==> src/rtl/nrld_pkg.sv <==
// ----------------------------------------------------------------------------
// Nibble run-length decoder package
// Shared types, constants and the palette lookup for the decoder modules.
// ----------------------------------------------------------------------------
package nrld_pkg;

  localparam int POSITION_BITS_DEF = 18;
  localparam int CFG_WIDTH         = 18;
  localparam int START_WIDTH       = 18;
  localparam int LEN_WIDTH         = 12;
  localparam int QUEUE_DEPTH       = 4;

  localparam logic [CFG_WIDTH-1:0] IMAGE_PIXELS_RST = 18'd220160;

  // Nibble codes.
  localparam logic [3:0] NIB_MAX_COLOR  = 4'd9;
  localparam logic [3:0] NIB_RUN_MAX    = 4'd13;
  localparam logic [3:0] NIB_CODE_SHORT = 4'd14;
  localparam logic [LEN_WIDTH-1:0] RUN_BIAS = 12'd7;

  typedef enum logic [5:0] {
    PH_CODE  = 6'b000001,
    PH_COLOR = 6'b000010,
    PH_SHORT = 6'b000100,
    PH_LONG0 = 6'b001000,
    PH_LONG1 = 6'b010000,
    PH_LONG2 = 6'b100000
  } phase_t;

  typedef struct packed {
    logic [LEN_WIDTH-1:0] len;
    logic [3:0]           color;
  } run_t;

  // Decoder state after one nibble, and the run it completed if any.
  typedef struct packed {
    phase_t               phase;
    logic [LEN_WIDTH-1:0] count;
    logic                 emit;
    run_t                 run;
  } step_t;

  // One queue entry per accepted byte that yields runs or ends the image.
  typedef struct packed {
    run_t run0;
    run_t run1;
    logic has_run;
    logic two_runs;
    logic clear_pos;
  } qent_t;

  typedef struct packed {
    logic [START_WIDTH-1:0] run_start;
    logic [LEN_WIDTH-1:0]   run_length;
    logic [3:0]             color_nibble;
    logic [3:0]             palette_index;
    logic                   bad_color;
    logic                   overflow;
    logic                   last_of_byte;
  } result_t;

  function automatic logic [3:0] palette_lookup(input logic [3:0] color);
    logic [3:0] pal;
    unique case (color)
      4'd0:    pal = 4'd0;
      4'd1:    pal = 4'd9;
      4'd2:    pal = 4'd4;
      4'd3:    pal = 4'd11;
      4'd4:    pal = 4'd7;
      4'd5:    pal = 4'd8;
      4'd6:    pal = 4'd5;
      4'd7:    pal = 4'd10;
      4'd8:    pal = 4'd14;
      4'd9:    pal = 4'd15;
      default: pal = 4'd0;
    endcase
    return pal;
  endfunction

endpackage

==> src/rtl/nibble_run_length_decoder.sv <==
// ----------------------------------------------------------------------------
// Nibble run-length decoder
// Reads a nibble-coded image one byte per transfer and returns one run
// descriptor per completed code.
//
// Input: push a byte with in_push while in_full is low; in_last_byte marks
// the final byte of an image, after which the code state and pixel position
// return to their reset values and an unfinished code is dropped.
// Output: while out_empty is low the oldest descriptor is on the out_ ports;
// out_pop takes it. Each byte yields zero, one or two descriptors, the last
// of them marked by out_last_of_byte.
// Entries are registered in the queue, runs in the output register. The
// front end takes one byte per cycle while in_full is low; the back end
// places one run per cycle while its output register is free. A four-entry
// queue sits between them, and in_full rises only when that queue is full,
// which happens when the receiver stalls or two-run bytes arrive faster
// than the back end drains them.
// cfg_wr_en writes the image size (reset 220160) from cfg_wr_data.
// Reset is synchronous, active low, and empties the queue and the output.
// ----------------------------------------------------------------------------
module nibble_run_length_decoder #(
  parameter int POSITION_BITS = nrld_pkg::POSITION_BITS_DEF
) (
  input  logic                             clk,
  input  logic                             rst_n,
  input  logic                             cfg_wr_en,
  input  logic [nrld_pkg::CFG_WIDTH-1:0]   cfg_wr_data,
  input  logic                             in_push,
  output logic                             in_full,
  input  logic [7:0]                       in_data_byte,
  input  logic                             in_last_byte,
  output logic                             out_empty,
  input  logic                             out_pop,
  output logic [nrld_pkg::START_WIDTH-1:0] out_run_start,
  output logic [nrld_pkg::LEN_WIDTH-1:0]   out_run_length,
  output logic [3:0]                       out_color_nibble,
  output logic [3:0]                       out_palette_index,
  output logic                             out_bad_color,
  output logic                             out_overflow,
  output logic                             out_last_of_byte
);

  logic [nrld_pkg::CFG_WIDTH-1:0] image_pixels_r;
  logic                           q_push, q_pop, q_empty, q_full;
  logic                           in_accept, out_take, out_valid;
  nrld_pkg::qent_t                q_in, q_head;
  nrld_pkg::result_t              result;

  assign in_full   = q_full;
  assign in_accept = in_push && !q_full;
  assign out_empty = !out_valid;
  assign out_take  = out_pop && out_valid;

  assign out_run_start     = result.run_start;
  assign out_run_length    = result.run_length;
  assign out_color_nibble  = result.color_nibble;
  assign out_palette_index = result.palette_index;
  assign out_bad_color     = result.bad_color;
  assign out_overflow      = result.overflow;
  assign out_last_of_byte  = result.last_of_byte;

  always_ff @(posedge clk) begin
    if (!rst_n) begin
      image_pixels_r <= nrld_pkg::IMAGE_PIXELS_RST;
    end else if (cfg_wr_en) begin
      image_pixels_r <= cfg_wr_data;
    end
  end

  nrld_front u_front (
    .clk       (clk),
    .rst_n     (rst_n),
    .accept    (in_accept),
    .data_byte (in_data_byte),
    .last_byte (in_last_byte),
    .push      (q_push),
    .entry     (q_in)
  );

  nrld_queue u_queue (
    .clk        (clk),
    .rst_n      (rst_n),
    .push       (q_push),
    .push_entry (q_in),
    .pop        (q_pop),
    .head       (q_head),
    .empty      (q_empty),
    .full       (q_full)
  );

  nrld_back #(
    .POSITION_BITS (POSITION_BITS)
  ) u_back (
    .clk          (clk),
    .rst_n        (rst_n),
    .image_pixels (image_pixels_r),
    .head         (q_head),
    .q_empty      (q_empty),
    .q_pop        (q_pop),
    .out_take     (out_take),
    .out_valid    (out_valid),
    .result       (result)
  );

endmodule

==> src/rtl/nrld_front.sv <==
// ----------------------------------------------------------------------------
// Nibble run-length decoder front end
// Decodes both nibbles of an accepted byte combinationally and pushes the
// completed runs, as one queue entry, toward the back end.
// ----------------------------------------------------------------------------
module nrld_front (
  input  logic           clk,
  input  logic           rst_n,
  input  logic           accept,
  input  logic [7:0]     data_byte,
  input  logic           last_byte,
  output logic           push,
  output nrld_pkg::qent_t entry
);

  nrld_pkg::phase_t                    phase_r, phase_nxt;
  logic [nrld_pkg::LEN_WIDTH-1:0]      count_r, count_nxt;
  nrld_pkg::step_t                     hi_step, lo_step;

  function automatic nrld_pkg::step_t nib_step(
    input nrld_pkg::phase_t               ph,
    input logic [nrld_pkg::LEN_WIDTH-1:0] cnt,
    input logic [3:0]                     nib
  );
    nrld_pkg::step_t s;
    s.phase     = nrld_pkg::PH_CODE;
    s.count     = cnt;
    s.emit      = 1'b0;
    s.run.len   = cnt;
    s.run.color = nib;
    unique case (ph)
      nrld_pkg::PH_COLOR: begin
        s.emit  = 1'b1;
        s.count = '0;
      end
      nrld_pkg::PH_SHORT: begin
        s.count = nrld_pkg::LEN_WIDTH'(nib) + nrld_pkg::RUN_BIAS;
        s.phase = nrld_pkg::PH_COLOR;
      end
      nrld_pkg::PH_LONG0: begin
        s.count = nrld_pkg::LEN_WIDTH'(nib);
        s.phase = nrld_pkg::PH_LONG1;
      end
      nrld_pkg::PH_LONG1: begin
        s.count = {cnt[11:8], nib, cnt[3:0]};
        s.phase = nrld_pkg::PH_LONG2;
      end
      nrld_pkg::PH_LONG2: begin
        s.count = {nib, cnt[7:0]};
        s.phase = nrld_pkg::PH_COLOR;
      end
      default: begin
        // Expecting a code nibble: a color alone is a single pixel.
        if (nib <= nrld_pkg::NIB_MAX_COLOR) begin
          s.emit    = 1'b1;
          s.run.len = nrld_pkg::LEN_WIDTH'(1);
          s.count   = '0;
        end else if (nib <= nrld_pkg::NIB_RUN_MAX) begin
          s.count = nrld_pkg::LEN_WIDTH'(nib) - nrld_pkg::RUN_BIAS;
          s.phase = nrld_pkg::PH_COLOR;
        end else if (nib == nrld_pkg::NIB_CODE_SHORT) begin
          s.phase = nrld_pkg::PH_SHORT;
        end else begin
          s.phase = nrld_pkg::PH_LONG0;
        end
      end
    endcase
    return s;
  endfunction

  always_comb begin
    hi_step = nib_step(phase_r, count_r, data_byte[7:4]);
    lo_step = nib_step(hi_step.phase, hi_step.count, data_byte[3:0]);

    entry.has_run   = hi_step.emit | lo_step.emit;
    entry.two_runs  = hi_step.emit & lo_step.emit;
    entry.run0      = hi_step.emit ? hi_step.run : lo_step.run;
    entry.run1      = lo_step.run;
    entry.clear_pos = last_byte;

    push = accept & (entry.has_run | last_byte);

    phase_nxt = phase_r;
    count_nxt = count_r;
    if (accept) begin
      if (last_byte) begin
        // An unfinished code at the end of the image is dropped.
        phase_nxt = nrld_pkg::PH_CODE;
        count_nxt = '0;
      end else begin
        phase_nxt = lo_step.phase;
        count_nxt = lo_step.count;
      end
    end
  end

  always_ff @(posedge clk) begin
    if (!rst_n) begin
      phase_r <= nrld_pkg::PH_CODE;
      count_r <= '0;
    end else begin
      phase_r <= phase_nxt;
      count_r <= count_nxt;
    end
  end

endmodule

==> src/rtl/nrld_queue.sv <==
// ----------------------------------------------------------------------------
// Nibble run-length decoder entry queue
// Short first-in first-out buffer between the front and back ends.
// ----------------------------------------------------------------------------
module nrld_queue (
  input  logic            clk,
  input  logic            rst_n,
  input  logic            push,
  input  nrld_pkg::qent_t push_entry,
  input  logic            pop,
  output nrld_pkg::qent_t head,
  output logic            empty,
  output logic            full
);

  localparam int Depth = nrld_pkg::QUEUE_DEPTH;
  localparam int AW    = $clog2(Depth);

  nrld_pkg::qent_t entries_r [Depth];
  logic [AW-1:0]   wr_ptr_r, wr_ptr_nxt;
  logic [AW-1:0]   rd_ptr_r, rd_ptr_nxt;
  logic [AW:0]     count_r, count_nxt;

  assign empty = (count_r == '0);
  assign full  = (count_r == (AW+1)'(Depth));
  assign head  = entries_r[rd_ptr_r];

  always_comb begin
    wr_ptr_nxt = push ? wr_ptr_r + 1'b1 : wr_ptr_r;
    rd_ptr_nxt = pop  ? rd_ptr_r + 1'b1 : rd_ptr_r;
    count_nxt  = count_r;
    if (push && !pop) begin
      count_nxt = count_r + 1'b1;
    end else if (pop && !push) begin
      count_nxt = count_r - 1'b1;
    end
  end

  always_ff @(posedge clk) begin
    if (push) begin
      entries_r[wr_ptr_r] <= push_entry;
    end
  end

  always_ff @(posedge clk) begin
    if (!rst_n) begin
      wr_ptr_r <= '0;
      rd_ptr_r <= '0;
      count_r  <= '0;
    end else begin
      wr_ptr_r <= wr_ptr_nxt;
      rd_ptr_r <= rd_ptr_nxt;
      count_r  <= count_nxt;
    end
  end

endmodule

==> src/rtl/nrld_back.sv <==
// ----------------------------------------------------------------------------
// Nibble run-length decoder back end
// Places queued runs in the image, checks them against the image size and
// holds one finished run descriptor in the output register.
// ----------------------------------------------------------------------------
module nrld_back #(
  parameter int POSITION_BITS = nrld_pkg::POSITION_BITS_DEF
) (
  input  logic                             clk,
  input  logic                             rst_n,
  input  logic [nrld_pkg::CFG_WIDTH-1:0]   image_pixels,
  input  nrld_pkg::qent_t                  head,
  input  logic                             q_empty,
  output logic                             q_pop,
  input  logic                             out_take,
  output logic                             out_valid,
  output nrld_pkg::result_t                result
);

  localparam int SW = POSITION_BITS + nrld_pkg::LEN_WIDTH + 1;

  logic [POSITION_BITS-1:0]                          pos_r, pos_nxt;
  logic                                              sel_r, sel_nxt;
  logic                                              out_valid_r, out_valid_nxt;
  nrld_pkg::result_t                                 res_r, res_nxt;
  nrld_pkg::run_t                                    cur;
  logic                                              last_slot;
  logic                                              out_load;
  logic                                              fire_run;
  logic [SW-1:0]                                     sum;
  logic [POSITION_BITS+nrld_pkg::START_WIDTH-1:0]    start_ext;

  assign out_valid = out_valid_r;
  assign result    = res_r;

  always_comb begin
    cur       = sel_r ? head.run1 : head.run0;
    last_slot = !head.two_runs || sel_r;
    sum       = SW'(pos_r) + SW'(cur.len);
    start_ext = {{nrld_pkg::START_WIDTH{1'b0}}, pos_r};
    out_load  = !out_valid_r || out_take;
    fire_run  = !q_empty && head.has_run && out_load;
    // An entry without runs only carries the end-of-image position clear.
    q_pop     = !q_empty && (!head.has_run || (out_load && last_slot));

    res_nxt.run_start     = start_ext[nrld_pkg::START_WIDTH-1:0];
    res_nxt.run_length    = cur.len;
    res_nxt.color_nibble  = cur.color;
    res_nxt.palette_index = nrld_pkg::palette_lookup(cur.color);
    res_nxt.bad_color     = (cur.color > nrld_pkg::NIB_MAX_COLOR);
    res_nxt.overflow      = (sum > SW'(image_pixels));
    res_nxt.last_of_byte  = last_slot;

    pos_nxt = pos_r;
    if (q_pop && head.clear_pos) begin
      pos_nxt = '0;
    end else if (fire_run) begin
      pos_nxt = sum[POSITION_BITS-1:0];
    end

    sel_nxt = sel_r;
    if (fire_run) begin
      sel_nxt = !last_slot;
    end

    out_valid_nxt = out_valid_r;
    if (fire_run) begin
      out_valid_nxt = 1'b1;
    end else if (out_take) begin
      out_valid_nxt = 1'b0;
    end
  end

  always_ff @(posedge clk) begin
    if (fire_run) begin
      res_r <= res_nxt;
    end
  end

  always_ff @(posedge clk) begin
    if (!rst_n) begin
      pos_r       <= '0;
      sel_r       <= 1'b0;
      out_valid_r <= 1'b0;
    end else begin
      pos_r       <= pos_nxt;
      sel_r       <= sel_nxt;
      out_valid_r <= out_valid_nxt;
    end
  end

endmodule

==> config.mk <==
export PLATFORM = sky130hd
export DESIGN_NAME = nibble_run_length_decoder
export DESIGN_NICKNAME = d
export VERILOG_FILES = /design/src/rtl/nrld_pkg.sv /design/src/rtl/nibble_run_length_decoder.sv /design/src/rtl/nrld_front.sv /design/src/rtl/nrld_queue.sv /design/src/rtl/nrld_back.sv
export SDC_FILE = /design/constraint.sdc
export NUM_CORES = 1
export LEC_CHECK = 0
export BUFFER_PORTS_ARGS = -buffer_cell sky130_fd_sc_hd__buf_2
export CAP_MARGIN = 5
export CORE_MARGIN = 3
export CORE_UTILIZATION = 65
export DETAILED_ROUTE_END_ITERATION = 8
export PLACE_DENSITY = 0.95
export SYNTH_ARGS = -nofsm -noshare
export SYNTH_HDL_FRONTEND = slang
export SYNTH_SLANG_ARGS = --single-unit
==> constraint.sdc <==
create_clock -name clk -period 10.6 [get_ports clk]
set_input_delay 1.59 -clock clk [delete_from_list [all_inputs] [get_ports clk]]
set_output_delay 1.59 -clock clk [all_outputs]
set_load 0.02 [all_outputs]
# ---- After elaboration in Yosys (flattened, before gate mapping)
# Memories as Yosys holds them, arrays and structs flattened. A register that Yosys moved wholly into a read port is not among the register bits.
# Cells that the tools add are included.
dict set report word_totals {
  regBits 100
  ramBits 140
  mem_bits_ro 64
  input_bits 32
  elab_cells 112
  n_memories 2
}
# memory depth width rd rd_clocked_by_memory_dff write_ports line_no
set memory_table {}
lappend memory_table {u_queue.entries_r 4 35 1 1 1 nrld_queue.sv:19} ;# nrld_pkg::qent_t entries_r [Depth];
lappend memory_table {{(no name shown)} 16 4 1 1 0 nrld_pkg.sv:64} ;# unique case (color)
dict set report classes {
  add_sub_neg 9
  magnitude_cmp 6
  n_eq_ne 13
  n_mux 32
  n_bitwise 5
  n_reduce_logical 30
}
# operator count
set op_table {}
lappend op_table {{$pmux 12 s5} 2}
lappend op_table {{$mux 12} 7}
lappend op_table {{$pmux 6 s4} 2}
lappend op_table {{$mux 16} 2}
lappend op_table {{$gt 31x18->1} 1}
lappend op_table {{$mux 13} 2}
lappend op_table {{$add 18x12->19} 1}
lappend op_table {{$mux 6} 3}
lappend op_table {{$le 4x4->1 const B} 4}
lappend op_table {{$mux 4} 4}
lappend op_table {{$eq 6x2->1 const B} 2}
lappend op_table {{$eq 6x3->1 const B} 2}
lappend op_table {{$eq 6x4->1 const B} 2}
lappend op_table {{$eq 6x5->1 const B} 2}
lappend op_table {{$eq 6x6->1 const B} 2}
lappend op_table {{$add 4x3->5 const B} 2}
lappend op_table {{$reduce_or 5->1} 2}
lappend op_table {{$sub 4x3->5 const B} 2}
lappend op_table {{$logic_and 1x1->1} 9}
lappend op_table {{$eq 4x4->1 const B} 2}
lappend op_table {{$logic_not 1->1} 8}
lappend op_table {{$reduce_or 4->1} 2}
lappend op_table {{$mux 3} 2}
lappend op_table {{$reduce_or 2->1} 3}
lappend op_table {{other kinds (14)} 25}

# ---- Longest topological paths before layout
# Gate-level depths: netlist (run 1).
dict set report depth {
  depth_word 15
  ltp_mapped 22
  mapped_depth_nobuf 19
}

# ---- Hierarchy
# A second synthesis (run 1) with hierarchy kept.
dict set report hier_totals {
  hier_cells 907
  area_unflattened_um2 11735.0
}
# module instances cells_per_inst area_each_um2 seq_area_each_um2
set by_module_without_submodules {}
lappend by_module_without_submodules {nrld_queue 1 226 5547.8 4384.2}
lappend by_module_without_submodules {nrld_back 1 350 3629.7 1631.6}
lappend by_module_without_submodules {nrld_front 1 271 1868.0 360.3}
lappend by_module_without_submodules {nibble_run_length_decoder 1 60 689.4 360.3}

# ---- Least setup slack after synthesis (run 1)
# OpenSTA, ideal clock, no wires.
dict set report synth_path {
  path_kind {register -> register}
  startpoint {register (tool-made name)}
  endpoint {register u_back.res_r (netlist bit u_back.result[1]) (data pin)}
  arrival_ns 4.281
  t_required_ns 10.343
  setup_slack_ns 6.062
  path_stages_with_launch 22
  period_less_slack_ns 4.538
  cell_sequence {dfxtp_1 clkbuf_1 clkbuf_1 clkbuf_1 mux4_2 nand2_1 nand2_1 ha_1 inv_1 fa_1 nor2b_1 o2111ai_1 nand4_1 a31oi_1 o31ai_1 nand2_1 xnor2_1 ha_1 nor2b_1 o21ai_0 o2111ai_1 a32o_1}
}
# item line_no
set synth_lines {}
lappend synth_lines {{end signal: assignment} nrld_back.sv:76} ;# res_r <= res_nxt;
lappend synth_lines {{end: declaration} nrld_back.sv:25} ;# nrld_pkg::result_t res_r, res_nxt;

==> impl_metrics.ini, run 1 <==
[cts]
cts_resized = 0
cts_setup_buffers = 0
cts_buffers = 24
clock_latency_ns = 0.52
cts_tree = built
clockBufferDepth = 3
clkSinkCount = 246
htree_levels = 1
cts_hold_buf = 0
cts_root_buf = clkbuf_16
path_clk_slew_ns = 0.06

[pwr]
swShare_pct = 35.1
totalPowerFinal_mw = 3.29
vdd_drop_max_uv = 218
p_int_mw = 2.14
power_density_nw_per_um2 = 258
power_frac_seq_pct = 39.9
clockPowerShare_pct = 23.9
p_switching_mw = 1.15
pwr-share-comb_pct = 36.2
p_leak_nw = 4.97

[sta]
finalSetupViolations = 0
drv_slew = 0
worst_pin_slew_ns = 0.972
final_hold_viol_count = 0
fin_crit_sh_pct = 47.8
setup-tns-final_ns = 0
layout_min_cycle_time_ns = 5.07
max_slew_margin_pct = 34.7
finClkSkew_ns = 0.0151
max_freq_mhz = 197
rsz0062_at_grt = no

[worst_hold_path]
hold_path.class = reg2reg

[critical_path]
critical_path.startpoint_type = flop
cp_cell_sequence = buf_4 -> mux4_2 -> nand2_1 -> and2_1 -> inv_1 -> ha_1 -> a211oi_1 -> o21ai_0 -> and3_1 -> o211a_1 -> o21ai_0 -> xnor2_1 -> ha_1 -> and3_1 -> nand3_1 -> nor2_1 -> o21ai_0 -> o2111ai_1 -> a32o_1
worstSetupEndpointType = flop
slowest_stage = dfxtp_2
critical_path_arrival_ns = 5.34
crit_top_cell = o21ai_0
crit_fanout = 24
path_class = reg2reg
worstPathRequired_ns = 10.87
max_stage_delay_ns = 0.61

[detailed_routing]
routed_wl_um = 25400
viasPerCell = 6.37
first_iter_violations = 751
vias = 7562
drc_errors = 0
ant_nets = 0
first_pass_iters = 5
wire_per_inst_um = 21.3

[synthesis]
synth_edf_count = 181
synth.avg_cell_area_um2 = 13.0
ys.flop_type = edfxtp_1
async_reset_ff_share_pct = 0
yosysSeqAreaShare_pct = 58.4
synth_nets = 968
synth_area_leaders = edfxtp_1 47%, dfxtp_1 11%, mux4_2 6.8%, ha_1 5.1%, nand2_1 2.8%
synth_top_cell_area_share_pct = 47.1
synth_cell_types = 69
yosysTopAreaCell = edfxtp_1
ys_seq_elements = 246
synth_area_um2 = 11500
synthCells = 887
yosys_warnings = 0

[place]
place_congestion = 0.943
io_buffers = 74
dp_cells = 1145
dp_hpwl_um = 16000

[grt]
grt_pass1_vias = 7518
antenna_found_initial = 0
grt_start_max_net_pins = 64
grt_usage_pct = 25.9
grt-ovfl-total = 0
grt_pass1_wl_um = 40200

[floorplan]
dieArea_um2 = 19400
die_w_um = 139
io_pins = 75
start_util_pct = 66.5
num_rows = 48
fp.dieH_um = 139
core_area_um2 = 17400

[layout]
n_fill_cell = 1060
drive_gt1_share_pct = 17.7
finalNonFillerCells = 1188
area_delta_synth_final_pct = 10.5
antenna-diode-count = 0
nets = 1027

[run_status]
outcome = finished, final reports clean

[flow_run]
max_cap_violations = 0
## worst max-delay path, delay by kind of cell, from the launching register on
family / cells / cell delay [ns]
muxes: 1 / 0.56
and+or+nand+nor: 6 / 0.82
AOI/OAI and AO/OA: 7 / 1.46
DFF: 1 / 0.61
adders and majority gates: 2 / 0.58
buffers and inverters: 2 / 0.59
xor gates and xnor gates: 1 / 0.17
## path summary, 6_finish.rpt
check | startpoint | to | slack [ns] | cells after the start
worst max-delay path | flop | u_back.result[1]$_DFFE_PP_ | 5.53 | 19
worst min-delay path | u_back.pos_r[10]$_SDFFE_PP0P_ | u_back.result[33]$_DFFE_PP_ | 0.48 | 0
worst max register to register | flop | u_back.result[1]$_DFFE_PP_ | 5.53 | 19
worst min register to register | u_back.pos_r[10]$_SDFFE_PP0P_ | u_back.result[33]$_DFFE_PP_ | 0.48 | 0
## metal layers
layer	part of all wire, %	track usage [%]	vias to the layer above
li1	-	-	3417
met1	39	33.7	3652
met2	50	43.7	404
met3	7.2	3.99	89
met4	4.0	11.2	0
met5	0	0	-
## cell families after synthesis
group,Yosys count,share of synthesized area [%]
flip-flops,246,58.4
AND/OR/NAND/NOR,233,10.4
AO/OA/AOI/OAI,165,10.4
buffers and inverters,97,3.56
multiplexers,65,9.43
adder cells (fa/ha/maj),50,5.53
XOR/XNOR,31,2.35
## cell usage in the layout (no fill, tap or decap), types with 4 or more instances in the layout
master | synthesis | final
a31oi_1 | 4 | 4
and3b_1 | 5 | 5
inv_1 | 46 | 46
a221o_1 | 4 | 4
a21oi_1 | 17 | 17
xnor2_1 | 22 | 22
a22o_1 | 21 | 21
a211oi_1 | 5 | 5
o21ai_0 | 35 | 35
clkbuf_1 | 30 | 7
nor3_1 | 12 | 12
edfxtp_1 | 181 | 181
clkbuf_16 | 0 | 25
clkinv_1 | 0 | 5
dfxtp_1 | 65 | 64
a22oi_1 | 7 | 7
xor2_1 | 9 | 9
nand2b_1 | 8 | 8
buf_4 | 0 | 8
o21ai_1 | 4 | 4
and2_1 | 20 | 20
mux4_2 | 35 | 35
o21a_1 | 7 | 7
nor2_1 | 36 | 36
nor3b_1 | 4 | 4
o211ai_1 | 12 | 12
nand2_1 | 86 | 86
a21o_1 | 12 | 12
nor2b_1 | 22 | 21
nand4_1 | 4 | 4
ha_1 | 47 | 47
buf_2 | 13 | 74
nand3_1 | 13 | 13
and3_1 | 7 | 7
o31ai_1 | 4 | 4
mux2i_1 | 30 | 30
## power groups by stage
stage | sequential, mW | clock [mW] | combinational [mW]
2_1_floorplan | 1.40 | 0 | 0.745
3_3_place_gp | 1.32 | 0 | 1.08
3_5_place_dp | 1.33 | 0 | 1.14
4_1_cts | 1.31 | 0.796 | 1.18
5_1_grt | 1.33 | 0.831 | 1.28
6_report | 1.31 | 0.787 | 1.19
## stage by stage
stage / hold slack, ns / setup slack [ns] / area, µm² / utilization, %
after global placement: 0.450 / 5.76 / 12000 / 69.3
after detailed placement: 0.462 / 5.51 / 12000 / 69.3
after floorplan: 0.406 / 6.06 / 11500 / -
after CTS: 0.481 / 5.50 / 12800 / 73.5
after global routing: 0.493 / 5.04 / 12800 / 73.5
final: 0.483 / 5.53 / 12800 / 73.5
## Yosys cell counts, types with 5 or more instances
cell type,count
o211ai_1,12
o21ai_0,35
nand3_1,13
xor2_1,9
inv_1,46
a211oi_1,5
and2_1,20
a22o_1,21
nand2_1,86
and3_1,7
nand2b_1,8
a21oi_1,17
nor2_1,36
xnor2_1,22
buf_2,13
a22oi_1,7
mux4_2,35
edfxtp_1,181
a21o_1,12
clkbuf_1,30
o21a_1,7
nor3_1,12
nor2b_1,22
ha_1,47
mux2i_1,30
dfxtp_1,65
and3b_1,5
## layout make-up
class	count	area [µm²]	share of cell area (%)
inverter	48	180	1.41
sequential	246	6740	52.8
clock buffer	34	679	5.33
tap	225	282	2.21
timing repair buffer	82	430	3.37
multi-input combinational	544	4400	34.5
clock inverter	9	42.5	0.334
## sequential cells by signal, summed over array words and instances (netlist names), named ones only
signal and cells:
u_front.count_r 12, u_back.pos_r 18, u_back.sel_r 1, u_queue.rd_ptr_r 2, u_queue.count_r 3, image_pixels_r 18, u_queue.entries_r 140, u_back.out_valid 1
u_front.phase_r 6, u_queue.wr_ptr_r 2, u_back.result 41
Power figures use the tool's default switching activity.
==> run 2: changes to the inputs <==
CORE_UTILIZATION = 61   (was 65)
PLACE_DENSITY = 0.92   (was 0.95)
clock period = 4.88 ns   (was 10.6 ns; I/O delays follow)
==> impl_metrics.ini, run 2 (synthesis gave the netlist of run 1 again) <==
[pwr]
clockPowerShare_pct = 24.7
pwr-share-comb_pct = 35.4
p_int_mw = 4.71
power_density_nw_per_um2 = 559
totalPowerFinal_mw = 7.18
swShare_pct = 34.5
p_leak_nw = 5.01
vdd_drop_max_uv = 252
p_switching_mw = 2.47
power_frac_seq_pct = 39.9

[layout]
largest_register_ffs = 140
layout_common_cells = 181 x edfxtp_1, 86 x nand2_1, 74 x buf_2
drive_gt1_share_pct = 18.3
antenna-diode-count = 0
layout_commonest_cell = edfxtp_1
nets = 1030
finalNonFillerCells = 1197
regMostFlops = u_queue.entries_r
area_delta_synth_final_pct = 11.2

[sta]
worst_pin_slew_ns = 0.864
fin_crit_sh_pct = 92.7
max_slew_margin_pct = 42.4
setup_ws_ns = 0.357
layout_min_cycle_time_ns = 4.52
rsz0062_at_grt = no
setup-tns-final_ns = 0
finClkSkew_ns = 0.0128
finalSetupViolations = 0
drv_slew = 0
max_freq_mhz = 221
final_hold_viol_count = 0
holdWs_ns = 0.434

[cts]
clock_latency_ns = 0.51
cts_buffers = 25
cts_root_buf = clkbuf_16
htree_levels = 1
cts_hold_buf = 0
cts_tree = built
clockBufferDepth = 3
cts_setup_buffers = 0
path_clk_slew_ns = 0.06
clkSinkCount = 246

[detailed_routing]
wire_per_inst_um = 21.0
vias = 7491
drc_errors = 0
first_pass_iters = 5
first_iter_violations = 856
routed_wl_um = 25200
ant_nets = 0
viasPerCell = 6.26

[place]
dp_slack_ns = 0.306
place_congestion = 0.921
io_buffers = 74
dp_hpwl_um = 16400
dp_cells = 1151

[floorplan]
dieArea_um2 = 20600
num_rows = 49
start_util_pct = 63.2
fp.dieH_um = 144
io_pins = 75
core_area_um2 = 18300
die_w_um = 144

[worst_hold_path]
hold_path.class = in2reg

[critical_path]
critical_path_arrival_ns = 4.79
critical_path.startpoint_type = flop
path_class = reg2reg
worstSetupEndpointType = flop
crit_fanout = 16
worstPathRequired_ns = 5.15

[flow_run]
max_cap_violations = 0

[grt]
grt_pass1_wl_um = 39800
grt-ovfl-total = 0
grt_usage_pct = 24.6
antenna_found_initial = 0
grt_pass1_vias = 7464
grt_start_max_net_pins = 50

[run_status]
outcome = finished, final reports clean
==> run 2: cell types whose count changed in the layout (fill, tap and decap cells not counted) <==
cell,before,now
buf_12,0,1
buf_4,8,9
bufinv_16,0,1
clkbuf_1,7,8
clkinv_1,5,4
clkinv_2,3,4
clkinvlp_4,0,1
dfxtp_1,64,63
dfxtp_4,0,1
o31ai_1,4,3
o31ai_2,0,1
==> run 2: worst paths after layout <==
check	start	slack (ns)	cells after the start	end
max	flop	0.36	18	u_back.result[1]$_DFFE_PP_
min	cfg_wr_data[12]	0.43	3	image_pixels_r[12]$_SDFFE_PN1P_
max reg2reg	flop	0.36	18	u_back.result[1]$_DFFE_PP_
min reg2reg	u_back.pos_r[7]$_SDFFE_PP0P_	0.47	0	u_back.result[30]$_DFFE_PP_
==> run 2: routing by layer <==
| metal | wire length, µm | vias up | track usage (%) | part of all wire [%] |
|---|---|---|---|---|
| met4 | 657 | 0 | 7.58 | 2.6 |
| met1 | 9920 | 3608 | 33.2 | 39 |
| met5 | 0 | - | 0 | 0 |
| met2 | 12600 | 391 | 41.7 | 50 |
| li1 | - | 3427 | - | - |
| met3 | 2030 | 65 | 3.69 | 8.1 |
==> run 2: final cells by class <==
cell class / count / area (µm²)
Sequential cell: 246 / 6740
Fill cell: 1176 / 5430
Multi-Input combinational cell: 544 / 4410
Clock buffer: 35 / 683
Timing Repair Buffer: 84 / 458
Tap cell: 229 / 287
Inverter: 48 / 180
Clock inverter: 11 / 81.3
==> run 2: power groups by stage <==
stage | registers (mW) | logic (mW) | clock network [mW]
2_1_floorplan | 3.04 | 1.62 | 0
3_3_place_gp | 2.88 | 2.37 | 0
3_5_place_dp | 2.90 | 2.46 | 0
4_1_cts | 2.86 | 2.53 | 1.79
5_1_grt | 2.90 | 2.77 | 1.88
6_report | 2.86 | 2.55 | 1.77
==> run 2: worst max-delay path: stages (launching register included) <==
cell	delay, ns
dfxtp_4	0.50
buf_12	0.22
mux4_2	0.53
nand2_1	0.10
nand2_1	0.07
ha_1	0.37
and3_1	0.20
a211oi_2	0.31
nand4_1	0.16
a31oi_1	0.32
o21bai_1	0.17
xnor2_1	0.15
ha_1	0.29
a21o_1	0.16
a21oi_1	0.15
nor2b_1	0.06
o21ai_0	0.14
o2111ai_1	0.12
a32o_1	0.24
==> run 2: repair_timing <==
action / in CTS / in global routing
endpoints found under the setup margin: 0 / 1
endpoints found under the hold margin: 0 / 0
resized for setup: 0 / 3
==> run 2: stage by stage <==
step	area (µm²)	utilization [%]
6_report	12800	70.3
5_1_grt	12800	70.3
4_1_cts	12800	70.2
3_5_place_dp	12100	66.0
3_3_place_gp	12100	66.0
2_1_floorplan	11500	-
==> run 3: changes to the inputs <==
CORE_UTILIZATION = 60   (was 61)
PLACE_DENSITY = 0.91   (was 0.92)
clock period = 4.81 ns   (was 4.88 ns; I/O delays follow)
==> impl_metrics.ini, run 3 (synthesis gave the netlist of run 1 again) <==
[run_status]
outcome = finished, final reports clean

[critical_path]
rr_worst_depth = 19
slowest_stage = o31ai_1
crit_buf_inv = 2
crit_family = compound AO/OA/AOI/OAI gates
cp_cell_sequence = buf_12 -> mux4_2 -> nand2_1 -> nand2_1 -> ha_1 -> inv_1 -> fa_1 -> nor2b_1 -> o2111ai_1 -> nand4_1 -> a31oi_1 -> o31ai_1 -> and2_1 -> xnor2_1 -> ha_1 -> o21a_1 -> nor2_1 -> a21oi_1 -> a32o_1
max_stage_delay_ns = 0.65
worstPathRequired_ns = 5.08
r2r_end = u_back.result[1]$_DFFE_PP_
critical_path.startpoint_type = flop
worstSetupEndpointType = flop
critical_path_arrival_ns = 4.75
r2r_setup_slack_ns = 0.33
path_class = reg2reg
crit_fanout = 27

[detailed_routing]
ant_nets = 0
vias = 7327
first_pass_iters = 5
drc_errors = 0
routed_wl_um = 23800
first_iter_violations = 569
viasPerCell = 5.97
wire_per_inst_um = 19.4

[sta]
finClkSkew_ns = 0.0202
drv_slew = 0
layout_min_cycle_time_ns = 4.48
rsz0062_at_grt = no
max_slew_margin_pct = 40.9
final_hold_viol_count = 0
setup-tns-final_ns = 0
worst_pin_slew_ns = 0.887
fin_crit_sh_pct = 93.1
max_freq_mhz = 223
finalSetupViolations = 0

[layout]
antenna-diode-count = 0
nets = 1031
area_delta_synth_final_pct = 11.7
regMostFlops = u_queue.entries_r
layout_common_cells = 181 x edfxtp_1, 86 x nand2_1, 74 x buf_2
drive_gt1_share_pct = 18.7
largest_register_ffs = 140
layout_commonest_cell = edfxtp_1
stdcell_area_um2 = 12900

[pwr]
p_int_mw = 4.75
power_density_nw_per_um2 = 559
power_frac_seq_pct = 39.9
swShare_pct = 34.0
p_leak_nw = 5.03
vdd_drop_max_uv = 296
p_switching_mw = 2.45
pwr-share-comb_pct = 35.4
clockPowerShare_pct = 24.7

[floorplan]
die_w_um = 145
core_area_um2 = 18800
fp.dieH_um = 145
num_rows = 50
io_pins = 75
start_util_pct = 61.3
dieArea_um2 = 20900

[cts]
clockBufferDepth = 3
clock_latency_ns = 0.52
path_clk_slew_ns = 0.06
cts_buffers = 24
cts_root_buf = clkbuf_16
htree_levels = 1
cts_tree = built
cts_hold_buf = 0
cts_setup_buffers = 0
clkSinkCount = 246
cts_resized = 0

[grt]
grt_pass1_vias = 7210
grt_start_max_net_pins = 46
antenna_found_initial = 0
grt-ovfl-total = 0
grt_pass1_wl_um = 38000
grt_usage_pct = 23.2

[place]
io_buffers = 74
place_congestion = 0.916
dp_hpwl_um = 16200
placed_area_um2 = 12100

[worst_hold_path]
hp-start = cfg_wr_data[16]
hold_path.class = in2reg
holdPathStages = 3
min_to = image_pixels_r[16]$_SDFFE_PN1P_

[flow_run]
max_cap_violations = 0
[run 3: power groups by stage]
| stage | clock network [mW] | logic (mW) | registers, mW |
|---|---|---|---|
| floorplan | 0 | 1.64 | 3.08 |
| global placement | 0 | 2.44 | 2.90 |
| detailed placement | 0 | 2.53 | 2.92 |
| CTS | 1.80 | 2.57 | 2.87 |
| global route | 1.88 | 2.81 | 2.90 |
| finish | 1.78 | 2.55 | 2.87 |
[run 3: layout make-up]
cell class / instances / area [µm²]
flip-flops and latches: 246 / 6740
fillers: 1212 / 5940
clock inverters: 10 / 56.3
multi-input cells: 544 / 4400
clock buffers: 34 / 699
inverters: 48 / 180
well taps: 260 / 325
repair buffers: 86 / 485
[run 3: how the worst max path moves through the flow]
stage	from	to	depth (start not counted)
2_1_floorplan	flop	u_back.result[1]$_DFFE_PP_	21
3_3_place_gp	flop	u_back.result[1]$_DFFE_PP_	19
3_5_place_dp	flop	u_back.result[1]$_DFFE_PP_	19
4_1_cts	flop	u_back.result[1]$_DFFE_PP_	19
5_1_grt	flop	u_back.result[1]$_DFFE_PP_	19
6_report	flop	u_back.result[1]$_DFFE_PP_	19
[run 3: routing by layer]
metal / share of wire [%] / up-vias / GRT usage [%] / routed length, µm
met5: 0 / - / 0 / 0
met1: 41 / 3582 / 30.5 / 9850
met4: 2.6 / 0 / 6.14 / 631
met2: 50 / 277 / 40.6 / 12000
met3: 5.8 / 45 / 3.78 / 1380
li1: - / 3423 / - / -
[run 3: worst reg2reg max path, cell delays in order (launching register included)]
cell	delay (ns)
dfxtp_2	0.33
buf_12	0.18
mux4_2	0.35
nand2_1	0.05
nand2_1	0.10
ha_1	0.20
inv_1	0.07
fa_1	0.43
nor2b_1	0.19
o2111ai_1	0.16
nand4_1	0.15
a31oi_1	0.13
o31ai_1	0.65
and2_1	0.28
xnor2_1	0.17
ha_1	0.30
o21a_1	0.18
nor2_1	0.08
a21oi_1	0.05
a32o_1	0.21
[run 3: per-stage QoR]
stage                     hold slack, ns  instances  worst slack [ns]  power, mW  util, %
after floorplan                    0.406        887             0.272       4.72        -
after global placement             0.450       1184             0.565       5.34     64.4
after detailed placement           0.450       1184             0.434       5.44     64.4
after CTS                          0.417       1228             0.343       7.24     68.4
after global routing               0.433       1228            0.0610       7.60     68.4
final                              0.430       1228             0.332       7.20     68.4
